<file path="src/design/heun2d_ram.sv">
// Generic simple dual-port RAM with one write port and a registered read port.
module heun2d_ram #(
  parameter int WIDTH = 32,
  parameter int DEPTH = 64
) (
  input  logic                     clk,
  input  logic                     wr_en,
  input  logic [$clog2(DEPTH)-1:0] wr_addr,
  input  logic [WIDTH-1:0]         wr_data,
  input  logic                     rd_en,
  input  logic [$clog2(DEPTH)-1:0] rd_addr,
  output logic [WIDTH-1:0]         rd_data
);

  logic [WIDTH-1:0] mem [DEPTH];

  // Write port.
  always_ff @(posedge clk) begin
    if (wr_en) begin
      mem[wr_addr] <= wr_data;
    end
  end

  // Read port; the data holds until the next read.
  always_ff @(posedge clk) begin
    if (rd_en) begin
      rd_data <= mem[rd_addr];
    end
  end

endmodule

</file>
<file path="config.mk">
export PLATFORM = sky130hd
export DESIGN_NAME = heun2d_ram
export DESIGN_NICKNAME = d
export VERILOG_FILES = /design/src/design/heun2d_ram.sv
export SDC_FILE = /design/constraint.sdc
export NUM_CORES = 2
export LEC_CHECK = 0
export BUFFER_PORTS_ARGS = -buffer_cell sky130_fd_sc_hd__buf_2
export CAP_MARGIN = 20
export CORE_AREA = 3 3 472 568
export DETAILED_ROUTE_END_ITERATION = 8
export DIE_AREA = 0 0 475 571
export GPL_ROUTABILITY_DRIVEN = 0
export PLACE_DENSITY = 0.46
export SLEW_MARGIN = 20
export SYNTH_ARGS = -nofsm -noshare
export SYNTH_HDL_FRONTEND = slang
export SYNTH_SLANG_ARGS = --single-unit
</file>
<file path="constraint.sdc">
create_clock -name clk -period 3.2 [get_ports clk]
set_input_delay 0.16 -clock clk [delete_from_list [all_inputs] [get_ports clk]]
set_output_delay 0.16 -clock clk [all_outputs]
set_load 0.05 [all_outputs]
</file>
==> flow_summary_export.csv <==
group,metric,value,unit
timing,maxSlewViolCount,0,
layout,fillers,23920,
routing,wl_per_cell,31.88,um
routing,ant_nets,0,
worst_setup_path,r2r-start,"mem[4][24]$_DFFE_PP_",
power,vdd_drop_max,0.4332,mV
worst_setup_path,worstPathArrival,2.96,ns
worst_setup_path,cp_max_fo,1,
routing,drtPass1Iterations,5,
min_path,hold_depth,1,
grt,grt_pass1_wl,324700,um
timing,period_share,0.7513,
outcome,status,"completed",
timing,fmax,416.0,MHz
routing,drtIter0Drc,3257,
routing,route.detailed.drc,0,
placement,dp.cells,6919,
worst_setup_path,crit_required,3.75,ns
worst_setup_path,rr_worst_depth,4,
timing,setup_viol_count_final,0,
worst_setup_path,critPathLaunch,"mem[4][24]$_DFFE_PP_",
timing,holdWs,0.03082,ns
cts,ctsRootBufferMaster,"clkbuf_16",
min_path,hp-class,"in -> reg",
logic_synthesis,synth_nets,3371,
layout,seqCellArea,62460,sq um
placement,io_buffers,78,
routing,routed_via_density,5.064,
placement,dp_hpwl,134600,um
die,die_h,571,um
die,coreArea,262600,sq um
die,io_pins,79,
routing,wl,233600,um
min_path,whs_endpoint,"mem[1][12]$_DFFE_PP_",
layout,stdcell_count,7327,
timing,finalCriticalPeriod,2.404,ns
grt,grt_pass1_vias,38900,
logic_synthesis,yosysWarnings,0,
layout,area_delta_synth_final,18.38,%
logic_synthesis,syn_area,78840,sq um
die,die_x,475,um
cts,cts_buffers,205,
logic_synthesis,ys_types,33,
grt,grt-ovfl-total,0,
grt,grt_start_max_net_pins,65,
logic_synthesis,synth_seq_area_share,0.7923,
layout,drive_gt1_frac,0.3179,
grt,track_usage,0.1717,
die,rows,206,
timing,hold_violations,0,
layout,final_core_util,0.3553,
die,dieArea,271200,sq um
timing,fin_ws,0.7960,ns
placement,dpl_worst_slack,0.03216,ns
cts,clock_path_buffers,4,
cts,clkTransAtPathRegs,0.06,ns
cts,cts.sinks,2080,
timing,tns,0,ns
worst_setup_path,r2r-end,"rd_data[24]$_DFFE_PP_",
worst_setup_path,critPathKind,"reg -> reg",
run,cap_violations,0,
worst_setup_path,reg2reg_slack,0.80,ns
timing,fin_skew,0.02762,ns
worst_setup_path,cp-start-kind,"flip-flop",
grt,antenna_found_initial,19,
logic_synthesis,synth_cells,3324,
logic_synthesis,avgSynthCellArea,23.72,sq um
cts,clk-insertion-delay-late,0.84,ns
die,start_util,0.3002,
power,p_per_area,606.5,nW/um^2
timing,rsz0062_at_grt,"false",
worst_setup_path,endpoint_kind,"flip-flop",
layout,multi_input_area,15990,sq um
cts,cts_tree,"done",
min_path,hp-start,"wr_data[12]",
routing,vias,37100,
timing,max_slew_margin,0.2795,
layout,nNetsFinal,3773,
timing,tightest_slew,1.081,ns
power,p_leak,28.72,nW
logic_synthesis,synth-seq-cells,2080,
cts,htree_levels,4,
per-stage QoR:
step	cell area, sq um	total power, W
finish	93330	0.05660
CTS	92950	0.05727
floorplan	78850	0.03246
global route	93310	0.05853
global placement	86620	0.03397
detailed placement	86630	0.03400
state kept, by name, summed over array words and instances, names as in the netlist:
signal,count
rd_data,32
mem,2048
critical path, cell delays in order, from the launching register on:
cell and delay, ns:
edfxtp_1 0.38, mux4_2 0.48, mux4_2 0.49, o22ai_1 0.65
nor2_1 0.12
layer usage:
metal | wire length [um] | up-vias | track usage
li1 | - | 15120 | -
met1 | 93100 | 20800 | 0.2151
met2 | 125300 | 883 | 0.3107
met3 | 9567 | 298 | 0.02146
met4 | 5659 | 2 | 0.04836
met5 | 13 | - | 0
cell usage after synthesis (all sizes together):
cell type	count	area share
edfxtp	2080	0.79
or3b	5	0.00056
a41o	4	0.00051
clkbuf	74	0.0035
nor3	7	0.00044
a31oi	1	0.000079
a311oi	8	0.00089
a21oi	62	0.0039
mux2i	93	0.012
o221ai	27	0.0030
nand4	2	0.00016
nor2b	15	0.0012
nand3	5	0.00032
and2	2	0.00016
a22oi	12	0.0011
or3	3	0.00024
or2	3	0.00024
nand2	26	0.0012
buf	108	0.0077
o22ai	84	0.0067
and3	4	0.00032
nor2	137	0.0065
nand2b	8	0.00063
nand4b	1	0.00011
nand3b	5	0.00048
o32ai	4	0.00044
mux4	544	0.16
where the power goes:
part | switching (W) | internal (W)
Clock | 0.0102 | 0.0130
Combinational | 0.00189 | 0.00117
Sequential | 0.0000956 | 0.0302
cell families after synthesis:
kind of cell,share of synthesized area
AO/OA/AOI/OAI,0.01666
flip-flops,0.7923
AND/OR/NAND/NOR,0.01260
buffers and inverters,0.01124
multiplexers,0.1672
repair_timing:
item | in CTS | in global routing
resized for setup | 0 | 0
hold endpoints to repair | 133 | 1664
setup buffers | 0 | 0
hold buffers | 5 | 26
layout by cell type (no fill, tap or decap), types with 8 or more instances in the layout:
cell type | Yosys | routed
edfxtp_1 | 2080 | 2080
mux4_2 | 544 | 544
clkbuf_16 | 0 | 207
buf_4 | 25 | 178
buf_12 | 0 | 117
mux2i_1 | 93 | 93
o22ai_1 | 84 | 84
nor2_1 | 137 | 75
a21oi_1 | 62 | 62
nor2_4 | 0 | 62
clkinv_1 | 0 | 54
buf_2 | 57 | 47
clkinv_2 | 0 | 42
clkbuf_1 | 74 | 36
dlygate4sd3_1 | 0 | 31
o221ai_1 | 27 | 27
nand2_1 | 26 | 25
bufinv_16 | 0 | 15
nor2b_1 | 15 | 14
diode_2 | 0 | 13
a22oi_1 | 12 | 12
a311oi_1 | 8 | 8
how the worst max path moves through the flow:
stage               cells past startpoint  slack, ns                     to
global route                            4       0.63  rd_data[24]$_DFFE_PP_
detailed placement                      7       0.03  rd_data[24]$_DFFE_PP_
finish                                  4       0.80  rd_data[24]$_DFFE_PP_
CTS                                     4       0.74  rd_data[24]$_DFFE_PP_
floorplan                               4       0.39   mem[39][0]$_DFFE_PP_
global placement                        7       0.04  rd_data[24]$_DFFE_PP_
area by class of cell:
type                    count  share of cell area
flip-flops and latches   2080              0.6692
multi-input cells        1062              0.1713
clock buffers             243             0.05695
well taps                3432             0.04601
repair buffers            377             0.04586
clock inverters           120             0.01030
diodes                     13           0.0003486
Power figures use the tool's default switching activity.
