===== config.mk =====
export PLATFORM = sky130hd
export DESIGN_NAME = heun2d_lane
export DESIGN_NICKNAME = d
export VERILOG_FILES = /design/src/design/heun2d_pkg.sv /design/src/design/heun2d_lane.sv
export SDC_FILE = /design/constraint.sdc
export NUM_CORES = 2
export LEC_CHECK = 0
export BUFFER_PORTS_ARGS = -buffer_cell sky130_fd_sc_hd__buf_2
export CAP_MARGIN = 20
export CORE_MARGIN = 3
export CORE_UTILIZATION = 60
export CTS_CLUSTER_SIZE = 10
export DETAILED_ROUTE_END_ITERATION = 7
export HOLD_SLACK_MARGIN = 0.03
export PLACE_DENSITY = 0.78
export SLEW_MARGIN = 30
export SYNTH_ARGS = -nofsm -noshare
export SYNTH_HDL_FRONTEND = slang
export SYNTH_SLANG_ARGS = --single-unit

===== constraint.sdc =====
create_clock -name clk -period 8.49 [get_ports clk]
set_input_delay 0.849 -clock clk [delete_from_list [all_inputs] [get_ports clk]]
set_output_delay 0.849 -clock clk [all_outputs]
set_load 0.03 [all_outputs]

===== src/design/heun2d_pkg.sv =====
// Shared types, constants and codes for the 2D rigid-body Heun integrator.
package heun2d_pkg;

  // Sizes of the body table and of the fixed-point fields.
  localparam int MAX_BODIES = 64;
  localparam int ADDR_W     = $clog2(MAX_BODIES);
  localparam int BODY_W     = 6;
  localparam int VAL_W      = 32;
  localparam int DT_W       = 16;
  localparam int SUM_W      = VAL_W + 1;
  localparam int PROD_W     = SUM_W + DT_W + 1;
  localparam int INC_W      = VAL_W + 2;
  localparam int SAT_W      = VAL_W + 3;
  localparam int FRAC_SH    = 16;
  localparam logic [DT_W-1:0] DT_RESET = 16'd1092;

  // Datapath lanes, one per updated quantity.
  localparam int LANES   = 6;
  localparam int LN_ANG  = 0;
  localparam int LN_AVEL = 1;
  localparam int LN_PX   = 2;
  localparam int LN_PY   = 3;
  localparam int LN_VX   = 4;
  localparam int LN_VY   = 5;

  typedef enum logic [1:0] {
    CMD_START = 2'd0,
    CMD_BODY  = 2'd1,
    CMD_CLOSE = 2'd2,
    CMD_END   = 2'd3
  } cmd_t;

  typedef enum logic [1:0] {
    STG_UNDEF    = 2'd0,
    STG_PREDICT  = 2'd1,
    STG_CORRECT  = 2'd2,
    STG_COMPLETE = 2'd3
  } stage_t;

  typedef struct packed {
    logic [1:0]              cmd;
    logic [BODY_W-1:0]       body;
    logic signed [VAL_W-1:0] angle;
    logic signed [VAL_W-1:0] angular_velocity;
    logic signed [VAL_W-1:0] angular_accel;
    logic signed [VAL_W-1:0] pos_x;
    logic signed [VAL_W-1:0] pos_y;
    logic signed [VAL_W-1:0] vel_x;
    logic signed [VAL_W-1:0] vel_y;
    logic signed [VAL_W-1:0] accel_x;
    logic signed [VAL_W-1:0] accel_y;
  } item_t;

  typedef struct packed {
    logic                    out_valid;
    logic [BODY_W-1:0]       out_body;
    logic signed [VAL_W-1:0] new_angle;
    logic signed [VAL_W-1:0] new_angular_velocity;
    logic signed [VAL_W-1:0] new_pos_x;
    logic signed [VAL_W-1:0] new_pos_y;
    logic signed [VAL_W-1:0] new_vel_x;
    logic signed [VAL_W-1:0] new_vel_y;
    logic                    step_done;
    logic [1:0]              stage_now;
  } result_t;

  // One entry of the per-body store.
  typedef struct packed {
    logic signed [VAL_W-1:0] init_angle;
    logic signed [VAL_W-1:0] init_angular_velocity;
    logic signed [VAL_W-1:0] init_angular_accel;
    logic signed [VAL_W-1:0] init_pos_x;
    logic signed [VAL_W-1:0] init_pos_y;
    logic signed [VAL_W-1:0] init_vel_x;
    logic signed [VAL_W-1:0] init_vel_y;
    logic signed [VAL_W-1:0] init_accel_x;
    logic signed [VAL_W-1:0] init_accel_y;
    logic signed [VAL_W-1:0] pred_angular_velocity;
    logic signed [VAL_W-1:0] pred_vel_x;
    logic signed [VAL_W-1:0] pred_vel_y;
  } store_t;

  localparam int STORE_W = $bits(store_t);

  // Decoded control of one transaction, carried down the pipeline.
  typedef struct packed {
    logic       live;
    logic       predict;
    logic       done;
    logic [1:0] stage_now;
  } ctl_t;

endpackage


===== src/design/heun2d_lane.sv =====
// One update lane: scaled multiply by the time step, rounding and saturating add.
module heun2d_lane (
  input  logic                                  clk,
  input  logic                                  load2,
  input  logic                                  load3,
  input  logic [heun2d_pkg::DT_W-1:0]           time_step,
  input  logic signed [heun2d_pkg::VAL_W-1:0]   base,
  input  logic signed [heun2d_pkg::SUM_W-1:0]   rate,
  input  logic                                  halve,
  output logic signed [heun2d_pkg::VAL_W-1:0]   value
);

  logic signed [heun2d_pkg::VAL_W-1:0]  base2;
  logic signed [heun2d_pkg::SUM_W-1:0]  rate2;
  logic                                 halve2;
  logic signed [heun2d_pkg::VAL_W-1:0]  base3;
  logic signed [heun2d_pkg::PROD_W-1:0] prod3;
  logic                                 halve3;

  logic signed [heun2d_pkg::DT_W:0]       dt_s;
  logic signed [heun2d_pkg::PROD_W-1:0]   prod_next;
  logic [heun2d_pkg::PROD_W-1:0]          half;
  logic signed [heun2d_pkg::PROD_W-1:0]   rnd;
  logic signed [heun2d_pkg::PROD_W-1:0]   shf;
  logic signed [heun2d_pkg::SAT_W-1:0]    sum;
  logic [heun2d_pkg::SAT_W-heun2d_pkg::VAL_W:0] upper;

  // Operand register.
  always_ff @(posedge clk) begin
    if (load2) begin
      base2  <= base;
      rate2  <= rate;
      halve2 <= halve;
    end
  end

  // Exact product of the rate and the unsigned time step.
  always_comb begin
    dt_s      = $signed({1'b0, time_step});
    prod_next = heun2d_pkg::PROD_W'(rate2) * heun2d_pkg::PROD_W'(dt_s);
  end

  always_ff @(posedge clk) begin
    if (load3) begin
      base3  <= base2;
      prod3  <= prod_next;
      halve3 <= halve2;
    end
  end

  // Round half up, shift back to Q16.16 (halving in corrector mode) and add with saturation.
  always_comb begin
    half  = halve3 ? (heun2d_pkg::PROD_W'(1) << heun2d_pkg::FRAC_SH)
                   : (heun2d_pkg::PROD_W'(1) << (heun2d_pkg::FRAC_SH - 1));
    rnd   = prod3 + $signed(half);
    shf   = halve3 ? (rnd >>> (heun2d_pkg::FRAC_SH + 1)) : (rnd >>> heun2d_pkg::FRAC_SH);
    sum   = heun2d_pkg::SAT_W'(base3) + heun2d_pkg::SAT_W'($signed(shf[heun2d_pkg::INC_W-1:0]));
    upper = sum[heun2d_pkg::SAT_W-1:heun2d_pkg::VAL_W-1];
    if ((upper == '0) || (upper == '1)) begin
      value = sum[heun2d_pkg::VAL_W-1:0];
    end else if (sum[heun2d_pkg::SAT_W-1]) begin
      value = {1'b1, {(heun2d_pkg::VAL_W-1){1'b0}}};
    end else begin
      value = {1'b0, {(heun2d_pkg::VAL_W-1){1'b1}}};
    end
  end

endmodule


==> impl_metrics.py <==
metrics = {
    "outcome": {
        "status": "finished clean",
    },
    "yosys": {
        "synth_top_family_by_area": "adder cells",
        "synthFlopType": "edfxtp_1",
        "seq_area_frac_synth_pct": 15.8,
        "async_flop_share_pct": 0,
        "yosys_warnings": 0,
        "synth_edf_count": 134,
        "synth_cell_type_count": 84,
        "syn_area_um2": 25500,
        "synth-compound-area-share_pct": 8.75,
        "yosys_register_bits": 134,
        "synth.area.mux_share_pct": 0.521,
        "synth_xor_area_share_pct": 2.85,
        "synth_nets": 3402,
        "synth_cells": 2662,
        "avgSynthCellArea_um2": 9.57,
        "synth_adder_area_share_pct": 47.0,
        "synth-simple-area-share_pct": 14.7,
    },
    "global_routing": {
        "first_global_vias": 19500,
        "grt-busiest-layer": "met2",
        "grt_usage_pct": 28.6,
        "grt_antenna_before_repair": 0,
        "overflow": 0,
        "use_met1_pct": 40.5,
        "grt_start_max_net_pins": 90,
        "grt_use_met2_pct": 44.0,
        "grt_first_pass_wirelength_um": 99900,
        "use_met3_pct": 7.13,
    },
    "route": {
        "first_pass_iters": 5,
        "drc": 0,
        "drtAntennaViolNets": 0,
        "vias": 18300,
        "wl_per_cell_um": 18.9,
        "routed_via_density": 5.66,
        "finalWirelength_um": 61300,
        "drtIter0Drc": 1486,
    },
    "clock_network": {
        "cts_tree": "done",
        "post_cts_buffers": 0,
        "clock_latency_ns": 0.48,
        "clock-sinks": 134,
        "h-tree-depth": 4,
        "cts_buffers": 17,
        "root_buffer": "clkbuf_16",
        "cts_buffer_depth": 2,
        "ctsHoldBuffers": 0,
        "cts_resized": 0,
        "cts.clk_slew.worst_paths_ns": 0.07,
    },
    "placement": {
        "place.gp.congestion": 0.925,
        "portBuffers": 116,
        "hpwl_um": 48800,
    },
    "setup_path": {
        "startpoint_type": "flip-flop",
        "r2r_slack_ns": 1.63,
        "cp.arrival_ns": 6.42,
        "end_kind": "output port",
        "crit_type": "flip-flop to output port",
        "crit_fanout": 31,
        "worstPathRequired_ns": 7.64,
    },
    "cells_and_area": {
        "drive_gt1_share_pct": 8.39,
        "nets": 3433,
        "antenna_cells": 0,
        "area_growth_pct": 5.64,
    },
    "timing": {
        "relSlewSlack_pct": 40.9,
        "final.setup.tns_ns": 0,
        "setup_viol": 0,
        "period_needed_ns": 7.26,
        "clock_skew_ns": 0.0153,
        "fin_crit_sh_pct": 85.6,
        "maxSlewViolCount": 0,
        "final-hold-violation-count": 0,
        "rsz0062_at_grt": "false",
        "worst_pin_slew_ns": 0.887,
        "max_freq_mhz": 138,
    },
    "job": {
        "max_cap_violations": 0,
    },
    "floorplan": {
        "fp.dieW_um": 212,
        "start_util_pct": 61.5,
        "die_h_um": 212,
        "ios": 117,
        "num_rows": 74,
        "core_um2": 41400,
        "die-area_um2": 44900,
    },
    "hold_path": {
        "worstHoldPathType": "flip-flop to flip-flop",
    },
}
## synth_stat cells (26+ instances only)
cell,number,area (um^2)
nor2_1,67,251
a21o_1,32,240
ha_1,152,1900
fa_1,503,10100
edfxtp_1,134,4020
clkbuf_1,92,345
o21ai_0,39,195
a31oi_1,30,188
a21oi_1,71,355
o21ai_2,35,307
nand3_1,30,150
inv_1,566,2120
xor2_1,26,228
nand2_1,399,1500
xnor2_1,53,464
and2_1,200,1250
## cell families after synthesis
| group | count (synthesis) |
|---|---|
| AO/OA/AOI/OAI | 312 |
| AND/OR/NAND/NOR | 786 |
| flip-flops | 134 |
| adder cells (fa/ha/maj) | 655 |
| buffers and inverters | 681 |
| multiplexers | 13 |
| XOR/XNOR | 81 |
## sequential cells by signal (all words and copies together), names as in the netlist
| register | cells |
|---|---|
| base2 | 32 |
| halve3 | 1 |
| base3 | 32 |
| halve2 | 1 |
| prod3 | 35 |
| rate2 | 33 |
## metrics by stage
| stage | instances | cell area, um^2 | utilization [%] | hold slack, ns | setup WS [ns] |
|---|---|---|---|---|---|
| after floorplan | 2662 | 25500 | - | 0.400 | 1.72 |
| after global placement | 3206 | 26300 | 63.5 | 0.400 | 1.15 |
| after detailed placement | 3206 | 26300 | 63.5 | 0.406 | 1.00 |
| after CTS | 3237 | 26900 | 65.0 | 0.420 | 1.24 |
| after global routing | 3237 | 26900 | 65.0 | 0.427 | 0.817 |
| final | 3237 | 26900 | 65.0 | 0.420 | 1.23 |
## path summary, 6_finish.rpt
kind	from	to	cells after the start
min	base2[25]	base3[25]	0
max reg2reg	rate2[19]	prod3[47]	20
max	halve3	value[6]	20
min reg2reg	base2[25]	base3[25]	0
## area by class of cell
type,count,area [um^2]
well taps,532,666
clock buffers,17,425
fillers,3266,14500
clock inverters,14,188
flip-flops and latches,134,4020
inverters,567,2130
multi-input cells,1847,18800
repair buffers,126,662
## critical path, cell delays in order (launching register included)
cell,delay [ns]
edfxtp_1,0.47
nor2b_1,0.18
fa_1,0.28
nand2_1,0.20
nor4_1,0.77
nand2_1,0.19
nor2_1,0.35
a31oi_1,0.13
o21a_1,0.21
ha_1,0.42
nand3_1,0.20
nor4_1,0.44
o2111ai_1,0.26
o221ai_2,0.19
o21ai_2,0.13
o31ai_2,0.33
xor2_2,0.17
a31oi_4,0.20
buf_4,0.45
o21ai_2,0.12
buf_2,0.20
## placed cells by master, fill, tap and decap left out, types with 4 or more instances in the layout
cell,n
nand2b_1,7
a31o_2,4
o21a_1,11
inv_1,566
a31oi_1,30
xnor2_1,53
o31ai_1,5
nor3_1,21
a211o_1,5
ha_1,152
nand2_1,399
and2_1,200
nor4_1,6
edfxtp_1,134
buf_4,10
o21ai_0,39
o211ai_1,8
o21bai_1,11
clkbuf_16,17
o22ai_1,8
nor2_1,67
nor2b_1,5
xor2_1,26
a21o_1,32
a211oi_1,5
o21ai_2,35
mux2i_1,11
fa_1,503
a21oi_1,71
inv_6,5
nand4_1,13
and3_1,13
nand3_1,30
buf_2,115
## layer usage
layer / wire [um] / part of all wire, %
met2: 27300 / 45
met1: 26500 / 43
met3: 6200 / 10
met4: 1330 / 2.2
met5: 0 / 0
Power is not shown: default switching activity piles up to over one toggle a cycle in this logic, so the estimate is an artifact.
