### config.mk
export PLATFORM = sky130hd
export DESIGN_NAME = heun2d_ctrl
export DESIGN_NICKNAME = d
export VERILOG_FILES = /design/src/design/heun2d_pkg.sv /design/src/design/heun2d_ctrl.sv
export SDC_FILE = /design/constraint.sdc
export NUM_CORES = 1
export LEC_CHECK = 0
export BUFFER_PORTS_ARGS = -buffer_cell sky130_fd_sc_hd__buf_2
export CAP_MARGIN = 20
export CORE_AREA = 2 2 39 41
export CTS_BUF_LIST = sky130_fd_sc_hd__clkbuf_4 sky130_fd_sc_hd__clkbuf_8
export CTS_CLUSTER_SIZE = 16
export DETAILED_ROUTE_END_ITERATION = 12
export DIE_AREA = 0 0 41 43
export MAX_ROUTING_LAYER = met4
export PLACE_DENSITY_LB_ADDON = 0.25
export RECOVER_POWER = 25
export SYNTH_ARGS = -nofsm -noshare
export SYNTH_HDL_FRONTEND = slang
export SYNTH_SLANG_ARGS = --single-unit
### constraint.sdc
create_clock -name clk -period 3.1 [get_ports clk]
set_input_delay 0.155 -clock clk [delete_from_list [all_inputs] [get_ports clk]]
set_output_delay 0.155 -clock clk [all_outputs]
set_load 0.02 [all_outputs]
### src/design/heun2d_pkg.sv
// Shared types, constants and codes for the 2D rigid-body Heun integrator.
package heun2d_pkg;

  // Sizes of the body table and of the fixed-point fields.
  localparam int MAX_BODIES = 64;
  localparam int ADDR_W     = $clog2(MAX_BODIES);
  localparam int BODY_W     = 6;
  localparam int VAL_W      = 32;
  localparam int DT_W       = 16;
  localparam int SUM_W      = VAL_W + 1;
  localparam int PROD_W     = SUM_W + DT_W + 1;
  localparam int INC_W      = VAL_W + 2;
  localparam int SAT_W      = VAL_W + 3;
  localparam int FRAC_SH    = 16;
  localparam logic [DT_W-1:0] DT_RESET = 16'd1092;

  // Datapath lanes, one per updated quantity.
  localparam int LANES   = 6;
  localparam int LN_ANG  = 0;
  localparam int LN_AVEL = 1;
  localparam int LN_PX   = 2;
  localparam int LN_PY   = 3;
  localparam int LN_VX   = 4;
  localparam int LN_VY   = 5;

  typedef enum logic [1:0] {
    CMD_START = 2'd0,
    CMD_BODY  = 2'd1,
    CMD_CLOSE = 2'd2,
    CMD_END   = 2'd3
  } cmd_t;

  typedef enum logic [1:0] {
    STG_UNDEF    = 2'd0,
    STG_PREDICT  = 2'd1,
    STG_CORRECT  = 2'd2,
    STG_COMPLETE = 2'd3
  } stage_t;

  typedef struct packed {
    logic [1:0]              cmd;
    logic [BODY_W-1:0]       body;
    logic signed [VAL_W-1:0] angle;
    logic signed [VAL_W-1:0] angular_velocity;
    logic signed [VAL_W-1:0] angular_accel;
    logic signed [VAL_W-1:0] pos_x;
    logic signed [VAL_W-1:0] pos_y;
    logic signed [VAL_W-1:0] vel_x;
    logic signed [VAL_W-1:0] vel_y;
    logic signed [VAL_W-1:0] accel_x;
    logic signed [VAL_W-1:0] accel_y;
  } item_t;

  typedef struct packed {
    logic                    out_valid;
    logic [BODY_W-1:0]       out_body;
    logic signed [VAL_W-1:0] new_angle;
    logic signed [VAL_W-1:0] new_angular_velocity;
    logic signed [VAL_W-1:0] new_pos_x;
    logic signed [VAL_W-1:0] new_pos_y;
    logic signed [VAL_W-1:0] new_vel_x;
    logic signed [VAL_W-1:0] new_vel_y;
    logic                    step_done;
    logic [1:0]              stage_now;
  } result_t;

  // One entry of the per-body store.
  typedef struct packed {
    logic signed [VAL_W-1:0] init_angle;
    logic signed [VAL_W-1:0] init_angular_velocity;
    logic signed [VAL_W-1:0] init_angular_accel;
    logic signed [VAL_W-1:0] init_pos_x;
    logic signed [VAL_W-1:0] init_pos_y;
    logic signed [VAL_W-1:0] init_vel_x;
    logic signed [VAL_W-1:0] init_vel_y;
    logic signed [VAL_W-1:0] init_accel_x;
    logic signed [VAL_W-1:0] init_accel_y;
    logic signed [VAL_W-1:0] pred_angular_velocity;
    logic signed [VAL_W-1:0] pred_vel_x;
    logic signed [VAL_W-1:0] pred_vel_y;
  } store_t;

  localparam int STORE_W = $bits(store_t);

  // Decoded control of one transaction, carried down the pipeline.
  typedef struct packed {
    logic       live;
    logic       predict;
    logic       done;
    logic [1:0] stage_now;
  } ctl_t;

endpackage

### src/design/heun2d_ctrl.sv
// Stage sequencer and per-transaction command decode.
module heun2d_ctrl (
  input  logic                           clk,
  input  logic                           rst,
  input  logic                           accept,
  input  logic [1:0]                     cmd,
  input  logic [heun2d_pkg::BODY_W-1:0]  body,
  output heun2d_pkg::ctl_t               ctl
);

  heun2d_pkg::stage_t stage;
  heun2d_pkg::stage_t stage_next;

  // Next stage for the offered command.
  always_comb begin
    stage_next = stage;
    case (heun2d_pkg::cmd_t'(cmd))
      heun2d_pkg::CMD_START: stage_next = heun2d_pkg::STG_PREDICT;
      heun2d_pkg::CMD_END:   stage_next = heun2d_pkg::STG_UNDEF;
      heun2d_pkg::CMD_CLOSE: begin
        case (stage)
          heun2d_pkg::STG_PREDICT:  stage_next = heun2d_pkg::STG_CORRECT;
          heun2d_pkg::STG_CORRECT:  stage_next = heun2d_pkg::STG_COMPLETE;
          heun2d_pkg::STG_COMPLETE: stage_next = heun2d_pkg::STG_PREDICT;
          default:                  stage_next = heun2d_pkg::STG_UNDEF;
        endcase
      end
      default: stage_next = stage;
    endcase
  end

  // Decode of the offered transaction against the current stage.
  always_comb begin
    ctl.live      = (heun2d_pkg::cmd_t'(cmd) == heun2d_pkg::CMD_BODY) &&
                    (int'(body) < heun2d_pkg::MAX_BODIES) &&
                    ((stage == heun2d_pkg::STG_PREDICT) ||
                     (stage == heun2d_pkg::STG_CORRECT));
    ctl.predict   = (stage == heun2d_pkg::STG_PREDICT);
    ctl.done      = (heun2d_pkg::cmd_t'(cmd) == heun2d_pkg::CMD_CLOSE) &&
                    (stage == heun2d_pkg::STG_CORRECT);
    ctl.stage_now = stage_next;
  end

  // Stage register advances once per accepted transaction.
  always_ff @(posedge clk) begin
    if (rst) begin
      stage <= heun2d_pkg::STG_UNDEF;
    end else if (accept) begin
      stage <= stage_next;
    end
  end

endmodule

==> impl_metrics.ini, run 1 <==
[run_status]
status = completed

[yosys]
synth_warnings = 0
synth-seq-cells = 2
yosysUniqueCellTypes = 15
syn_inst = 23
avgSynthCellArea_sq_um = 8.541
synth_area_leaders = ha_1, dfxtp_1, a21o_1, inv_1, a21oi_1
synth_area_sq_um = 196.4
syn_nets = 38
yosys.area.top_type = ha_1
synth_top_area_share_pct = 25.48
yosysSeqAreaShare_pct = 20.38

[finish]
top_register = stage
multi_input_area_sq_um = 145.1
nNetsFinal = 52
reg.largest.list = stage x2
final_cell_mix = buf_2, ha_1, inv_1, clkbuf_4
diodes = 0
final_cells = 51
fillCellCount = 166
synthToLayoutAreaGrowth_pct = 43.95
final_area_sq_um = 282.8
drive_gt1_share_pct = 34.29
regArea_sq_um = 40.04
largest_reg_flops = 2
final_common_cell = buf_2

[place]
place_hpwl_um = 334.8
placed_area_sq_um = 261.5
globalplace.congestion = 0.6241
numPortBuffers = 9
placedCellCount = 48
post-place-ws_ns = 1.709

[hold_path]
min-delay-start = rst
hold_class = input port to register

[clock_tree]
clockBufferDepth = 2
postCtsSetupBuffers = 0
root_buffer = clkbuf_4
insertion_delay_ns = 0.22
cts_tree = done
clock-sinks = 2
cts-resized-gates = 0
h-tree-depth = 1
numCtsBuffers = 3
clk_pin_slew_worst_paths_ns = 0.03
cts_hold_repair.buffers = 0

[sta]
tightest_slew_ns = 0.2567
period_needed_ns = 1.617
fin_crit_sh_pct = 52.17
setup_tns_ns = 0
grt_setup_unrepaired = no
hold_viol = 0
setup_viol_count_final = 0
setup_ws_ns = 1.483
skew_ns = 0.003833
fmax_mhz = 618.3
relSlewSlack_pct = 82.96
maxSlewViolCount = 0

[power_and_ir_drop]
combPwrFrac_pct = 15.8
power_frac_seq_pct = 27.4
power_density_mw_per_mm2 = 353.6
power_w = 0.00009999
swShare_pct = 24.04
leakage_nw = 0.1688
peakVddDrop_uv = 170.1
intPower_w = 0.00007596
clkPwrFrac_pct = 56.8
power.switching_w = 0.00002403

[drt]
via_per_inst = 3.882
m1WireLength_um = 208
dr.pass1.iters = 3
routed_wl_um = 424
wl_per_cell_um = 8.314
dr_wl_met2_um = 185
route.detailed.drc = 0
ant_nets = 0
vias = 198
drt_iter0_drc = 2
top_layer_used = met3
wl_met3_um = 30

[global_route]
grt_pass1_vias = 182
grt.overflow.total = 0
track_usage_pct = 5.949
grt_pass1_wl_um = 676
grt_max_degree = 8
antenna_found_initial = 0

[setup_path]
critPathMaxStageDelay_ns = 0.39
worstSetupStartpointType = register
crit_path_start = stage[1]
r2r-end = stage[0]
crit_fanout = 5
crit_chain = inv_1 > ha_1 > and3b_1 > a21o_1 > buf_2
reg2reg_depth = 5
r2r_slack_ns = 1.83
crit_family = flip-flops
path_buf_inv = 2
cp.arrival_ns = 1.46
r2r-start = stage[1]
cp.depth = 5
critPathRequiredTime_ns = 2.94
cp-end-kind = output port
cpMaxStageDelayCell = dfxtp_1
crit_end = ctl[1]
critical_path_class = register to output port

[floorplan]
die_x_um = 41
start_util_pct = 14.20
die_y_um = 43
core_area_sq_mm = 0.001384
core.rowCount = 14
ios = 16
die_area_sq_mm = 0.001763

[job]
drv_cap = 0
==> per-layer routing <==
metal | vias to the layer above | GRT usage (%)
met4 | 0 | 2.000
li1 | 105 | -
met2 | 5 | 7.813
met5 | - | -
met3 | 0 | 4.712
met1 | 88 | 6.688
==> cell families (layout without fill, tap and decap cells) <==
| group | Yosys count | after routing | synth area share [%] |
|---|---|---|---|
| AO/OA/AOI/OAI | 9 | 9 | 30.57 |
| AND/OR/NAND/NOR | 5 | 5 | 17.84 |
| adder cells (fa/ha/maj) | 4 | 4 | 25.48 |
| buffers and inverters | 3 | 15 | 5.732 |
| flip-flops | 2 | 2 | 20.38 |
==> synth_stat cells, drive strengths merged <==
library cell / number
dfxtp: 2
a21o: 2
nand2: 1
inv: 3
nor2b: 1
o21ai: 2
and2: 1
o21bai: 1
o21ba: 1
a21oi: 2
and3b: 2
a211oi: 1
ha: 4
==> worst min path at each step <==
stage	endpoint	depth (start not counted)	slack, ns
6_report	stage[1]	2	0.10
5_1_grt	stage[1]	2	0.11
4_1_cts	stage[1]	2	0.1
3_5_place_dp	stage[1]	2	0.34
3_3_place_gp	stage[1]	2	0.33
2_1_floorplan	stage[1]	1	0.22
==> final cells by class <==
type | instances | share of cell area [%]
clock buffer | 3 | 7.965
tap | 16 | 7.080
sequential | 2 | 14.16
multi-input combinational | 18 | 51.33
timing repair buffer | 9 | 15.49
inverter | 3 | 3.982
==> power by group through the flow <==
stage	clock [W]	sequential, W	combinational (W)
finish	0.0000568	0.0000274	0.0000158
floorplan	0	0.0000275	0.00000910
detailed placement	0	0.0000277	0.0000160
global placement	0	0.0000277	0.0000161
global route	0.0000625	0.0000275	0.0000180
CTS	0.0000598	0.0000274	0.0000161
==> metrics by stage <==
step	hold WS [ns]	util, %
5_1_grt	0.1107	20.43
6_report	0.1041	20.43
2_1_floorplan	0.2241	-
4_1_cts	0.09935	20.52
3_3_place_gp	0.3347	18.90
3_5_place_dp	0.3359	18.90
(Power assumes the default switching activity.)
==> inputs of run 2 (changes only) <==
clock period = 1.5 ns   (was 3.1 ns; I/O delays follow)
==> run 2 against run 1 <==
- final cell count is 2.0% higher
- worst hold slack worse by 0.088 ns
- sequential share of layout area rose by 0.30 points
- register-to-register slack got worse by 1.5 ns
- count of clock-buffer cells in the layout did not move
- critical path type unchanged
==> impl_metrics.ini, run 2 (synthesized netlist as in run 1, its figures left out) <==
[run_status]
status = completed

[sta]
hold_viol = 0
setup_viol_count_final = 0
grt_setup_unrepaired = yes
whs_ns = 0.01607
setup_tns_ns = 0
maxSlewViolCount = 0
fmax_mhz = 689.3
setup_ws_ns = 0.04930
fin_crit_sh_pct = 96.71
period_needed_ns = 1.451
relSlewSlack_pct = 82.96
skew_ns = 0.001729
tightest_slew_ns = 0.2567

[setup_path]
critPathRequiredTime_ns = 1.42
crit_fanout = 4
worstSetupStartpointType = register
crit_chain = inv_2 > ha_1 > and3b_1 > a21o_1 > buf_4
cp.arrival_ns = 1.38
cp-end-kind = output port
critPathMaxStageDelay_ns = 0.34
critical_path_class = register to output port
cpMaxStageDelayCell = dfxtp_2

[place]
numPortBuffers = 9
globalplace.congestion = 0.6241
place_hpwl_um = 334.8
placedCellCount = 48
post-place-ws_ns = 0.1894

[clock_tree]
clk_pin_slew_worst_paths_ns = 0.03
cts_tree = done
numCtsBuffers = 3
h-tree-depth = 1
cts_hold_repair.buffers = 0
clock-sinks = 2
insertion_delay_ns = 0.22
root_buffer = clkbuf_4
clockBufferDepth = 2

[floorplan]
die_y_um = 43
start_util_pct = 14.20
die_area_sq_mm = 0.001763
ios = 16
core.rowCount = 14
core_area_sq_mm = 0.001384
die_x_um = 41

[global_route]
grt.overflow.total = 0
antenna_found_initial = 0
grt_max_degree = 8
track_usage_pct = 5.949
grt_pass1_vias = 182
grt_pass1_wl_um = 676

[finish]
final_cell_mix = buf_2, ha_1, clkbuf_4, buf_4
regArea_sq_um = 45.04
largest_reg_flops = 2
final_cells = 52
reg.largest.list = stage x2
multi_input_area_sq_um = 156.4
top_register = stage
final_common_cell = buf_2
synthToLayoutAreaGrowth_pct = 58.60
nNetsFinal = 53
fillCellCount = 165
drive_gt1_share_pct = 47.22
diodes = 0

[power_and_ir_drop]
leakage_nw = 0.1677
combPwrFrac_pct = 18.0
power.switching_w = 0.00004883
power_frac_seq_pct = 26.6
power_density_mw_per_mm2 = 669.0
intPower_w = 0.0001596
clkPwrFrac_pct = 55.4
peakVddDrop_uv = 348.6
swShare_pct = 23.43

[drt]
drt_iter0_drc = 3
vias = 211
route.detailed.drc = 0
dr.pass1.iters = 4
via_per_inst = 4.058
wl_per_cell_um = 8.385
routed_wl_um = 436
ant_nets = 0

[hold_path]
hold_class = input port to register

[job]
drv_cap = 0
[run 2: area by class of cell]
class,instances,area share (%)
inverter,3,3.614
timing repair buffer,10,18.07
tap,16,6.426
sequential,2,14.46
clock buffer,3,7.229
multi-input combinational,18,50.20
[run 2: path summary, 6_finish.rpt]
| check | startpoint | end | slack, ns | cells past startpoint |
|---|---|---|---|---|
| max | stage[0] | ctl[1] | 0.05 | 5 |
| min | rst | stage[1] | 0.02 | 2 |
| max reg2reg | stage[1] | stage[0] | 0.31 | 5 |
| min reg2reg | stage[1] | stage[1] | 0.52 | 2 |
[run 2: power groups by stage]
stage	Combinational (W)	Clock [W]	Sequential, W
after floorplan	0.0000188	0	0.0000569
after global placement	0.0000333	0	0.0000572
after detailed placement	0.0000331	0	0.0000572
after CTS	0.0000333	0.000124	0.0000571
after global routing	0.0000422	0.000129	0.0000557
final	0.0000374	0.000116	0.0000554
[run 2: worst max-delay path, delay by kind of cell (launching register included)]
family	cells	cell delay, ns
AOI/OAI and AO/OA	1	0.15
adders and majority gates	1	0.29
buffers and inverters	2	0.21
DFF	1	0.34
and+or+nand+nor	1	0.18
[run 2: repair_timing]
action / in CTS / in global routing
gates resized for setup: 3 / 6
setup endpoints to repair: 2 / 2
pin swaps: 0 / 3
buffers inserted: 0 / 1
[run 2: through the flow]
stage          util [%]    power, W  instance area (sq um)
6_report          22.51   0.0002084                  311.5
3_5_place_dp      18.90  0.00009034                  261.5
4_1_cts           20.71   0.0002139                  286.5
2_1_floorplan         -  0.00007574                  196.4
3_3_place_gp      18.90  0.00009048                  261.5
5_1_grt           22.51   0.0002272                  311.5
[run 2: layer usage]
layer / up-vias / share of wire [%] / track usage (%)
li1: 108 / - / -
met1: 94 / 44 / 6.688
met2: 9 / 45 / 7.813
met3: 0 / 9.9 / 4.712
met4: 0 / 0 / 2.000
met5: - / 0 / -
==> inputs of run 3 (changes only) <==
SETUP_SLACK_MARGIN = 0.2   (was unset)
==> run 3 against run 2 <==
- setup slack better by 0.072 ns
- flip-flop and latch count unchanged
- clock skew down 0.00091 ns
- count of clock-buffer cells in the layout unchanged
- final cell count up 7.7%
- register-to-register slack worse by 0.09 ns
- critical path type unchanged
==> impl_metrics.ini, run 3 (synthesized netlist as in run 1, its figures left out) <==
[drt]
drt_iter0_drc = 1
dr_wl_met2_um = 244
dr.pass1.iters = 2
m1WireLength_um = 227
routed_wl_um = 490
vias = 221
ant_nets = 0
via_per_inst = 3.946
wl_per_cell_um = 8.750
route.detailed.drc = 0
wl_met3_um = 18
top_layer_used = met3

[global_route]
grt_pass1_vias = 204
track_usage_pct = 6.872
grt.overflow.total = 0
grt_pass1_wl_um = 779
antenna_found_initial = 0
grt_max_degree = 8

[place]
placedCellCount = 48
place_hpwl_um = 334.8
globalplace.congestion = 0.6241
numPortBuffers = 9

[floorplan]
core.rowCount = 14
core_area_sq_mm = 0.001384
die_y_um = 43
start_util_pct = 14.20
die_area_sq_mm = 0.001763
die_x_um = 41
ios = 16

[sta]
fmax_mhz = 725.4
maxSlewViolCount = 0
hold_viol = 0
relSlewSlack_pct = 85.54
period_needed_ns = 1.379
fin_crit_sh_pct = 91.90
setup_tns_ns = 0
tightest_slew_ns = 0.2156
skew_ns = 0.0008184
grt_setup_unrepaired = yes
whs_ns = 0.01766
setup_viol_count_final = 0

[finish]
final_common_cell = buf_2
diodes = 0
reg.largest.list = stage x2
synthToLayoutAreaGrowth_pct = 87.90
final_core_utilization_pct = 26.67
nNetsFinal = 57
final_cells = 56
final_cell_mix = buf_2, buf_4, clkbuf_4
largest_reg_flops = 2
top_register = stage
drive_gt1_share_pct = 65.00
fillCellCount = 155

[hold_path]
hold_class = input port to register

[setup_path]
cp-end-kind = output port
critPathRequiredTime_ns = 1.42
critical_path_class = register to output port
cp.arrival_ns = 1.30
worstSetupStartpointType = register
crit_fanout = 2

[clock_tree]
clock-sinks = 2
cts_tree = done
numCtsBuffers = 3
h-tree-depth = 1
clk_pin_slew_worst_paths_ns = 0.03
insertion_delay_ns = 0.22
root_buffer = clkbuf_4
clockBufferDepth = 2

[job]
drv_cap = 0

[power_and_ir_drop]
power_density_mw_per_mm2 = 581.2
peakVddDrop_uv = 357.0
leakage_nw = 0.1907

[run_status]
status = completed
==> run 3: critical path: stages (launching register included) <==
cell,delay [ns]
dfxtp_2,0.32
buf_4,0.13
ha_2,0.19
o21bai_4,0.11
a21o_1,0.12
o21ai_1,0.06
buf_4,0.15
==> run 3: power breakdown <==
group	switching [W]	leakage, nW	internal [W]
clock network	0.0000266	0.0138	0.0000879
logic	0.0000221	0.159	0.0000223
registers	0.00000167	0.0175	0.0000539
total	0.0000504	0.191	0.000164
==> run 3: worst paths after layout <==
kind / to / from / slack [ns] / cells past startpoint
setup / recovery: ctl[0] / stage[0] / 0.12 / 6
hold / removal: stage[1] / rst / 0.02 / 2
setup reg to reg: stage[0] / stage[1] / 0.22 / 6
hold reg to reg: stage[1] / stage[1] / 0.65 / 3
==> run 3: timing repair <==
item,CTS,global route
buffers inserted,4,1
hold buffers,0,0
pin swaps,2,1
cloned,0,0
endpoints found under the setup margin,4,4
gates resized for setup,12,3
endpoints found under the hold margin,0,0
==> run 3: per-layer routing <==
metal  track usage (%)  vias to the layer above
li1                  -                      117
met1             8.599                       99
met2             8.750                        5
met3             4.712                        0
met4             2.000                        0
met5                 -                        -
==> run 3: final cells by class <==
| cell class | count | area, sq um | share of cell area (%) |
|---|---|---|---|
| Clock buffer | 3 | 22.52 | 6.102 |
| Inverter | 3 | 16.27 | 4.407 |
| Multi-Input combinational cell | 18 | 173.9 | 47.12 |
| Sequential cell | 2 | 45.04 | 12.20 |
| Tap cell | 16 | 20.02 | 5.424 |
| Timing Repair Buffer | 14 | 91.34 | 24.75 |
==> run 3: metrics by stage <==
step	power [W]	area [sq um]	worst slack, ns
after floorplan	0.00007574	196.4	0.2868
after global placement	0.00009048	261.5	0.1719
after detailed placement	0.00009034	261.5	0.1894
after CTS	0.0002220	354.1	0.1133
after global routing	0.0002329	369.1	0.05727
final	0.0002145	369.1	0.1214
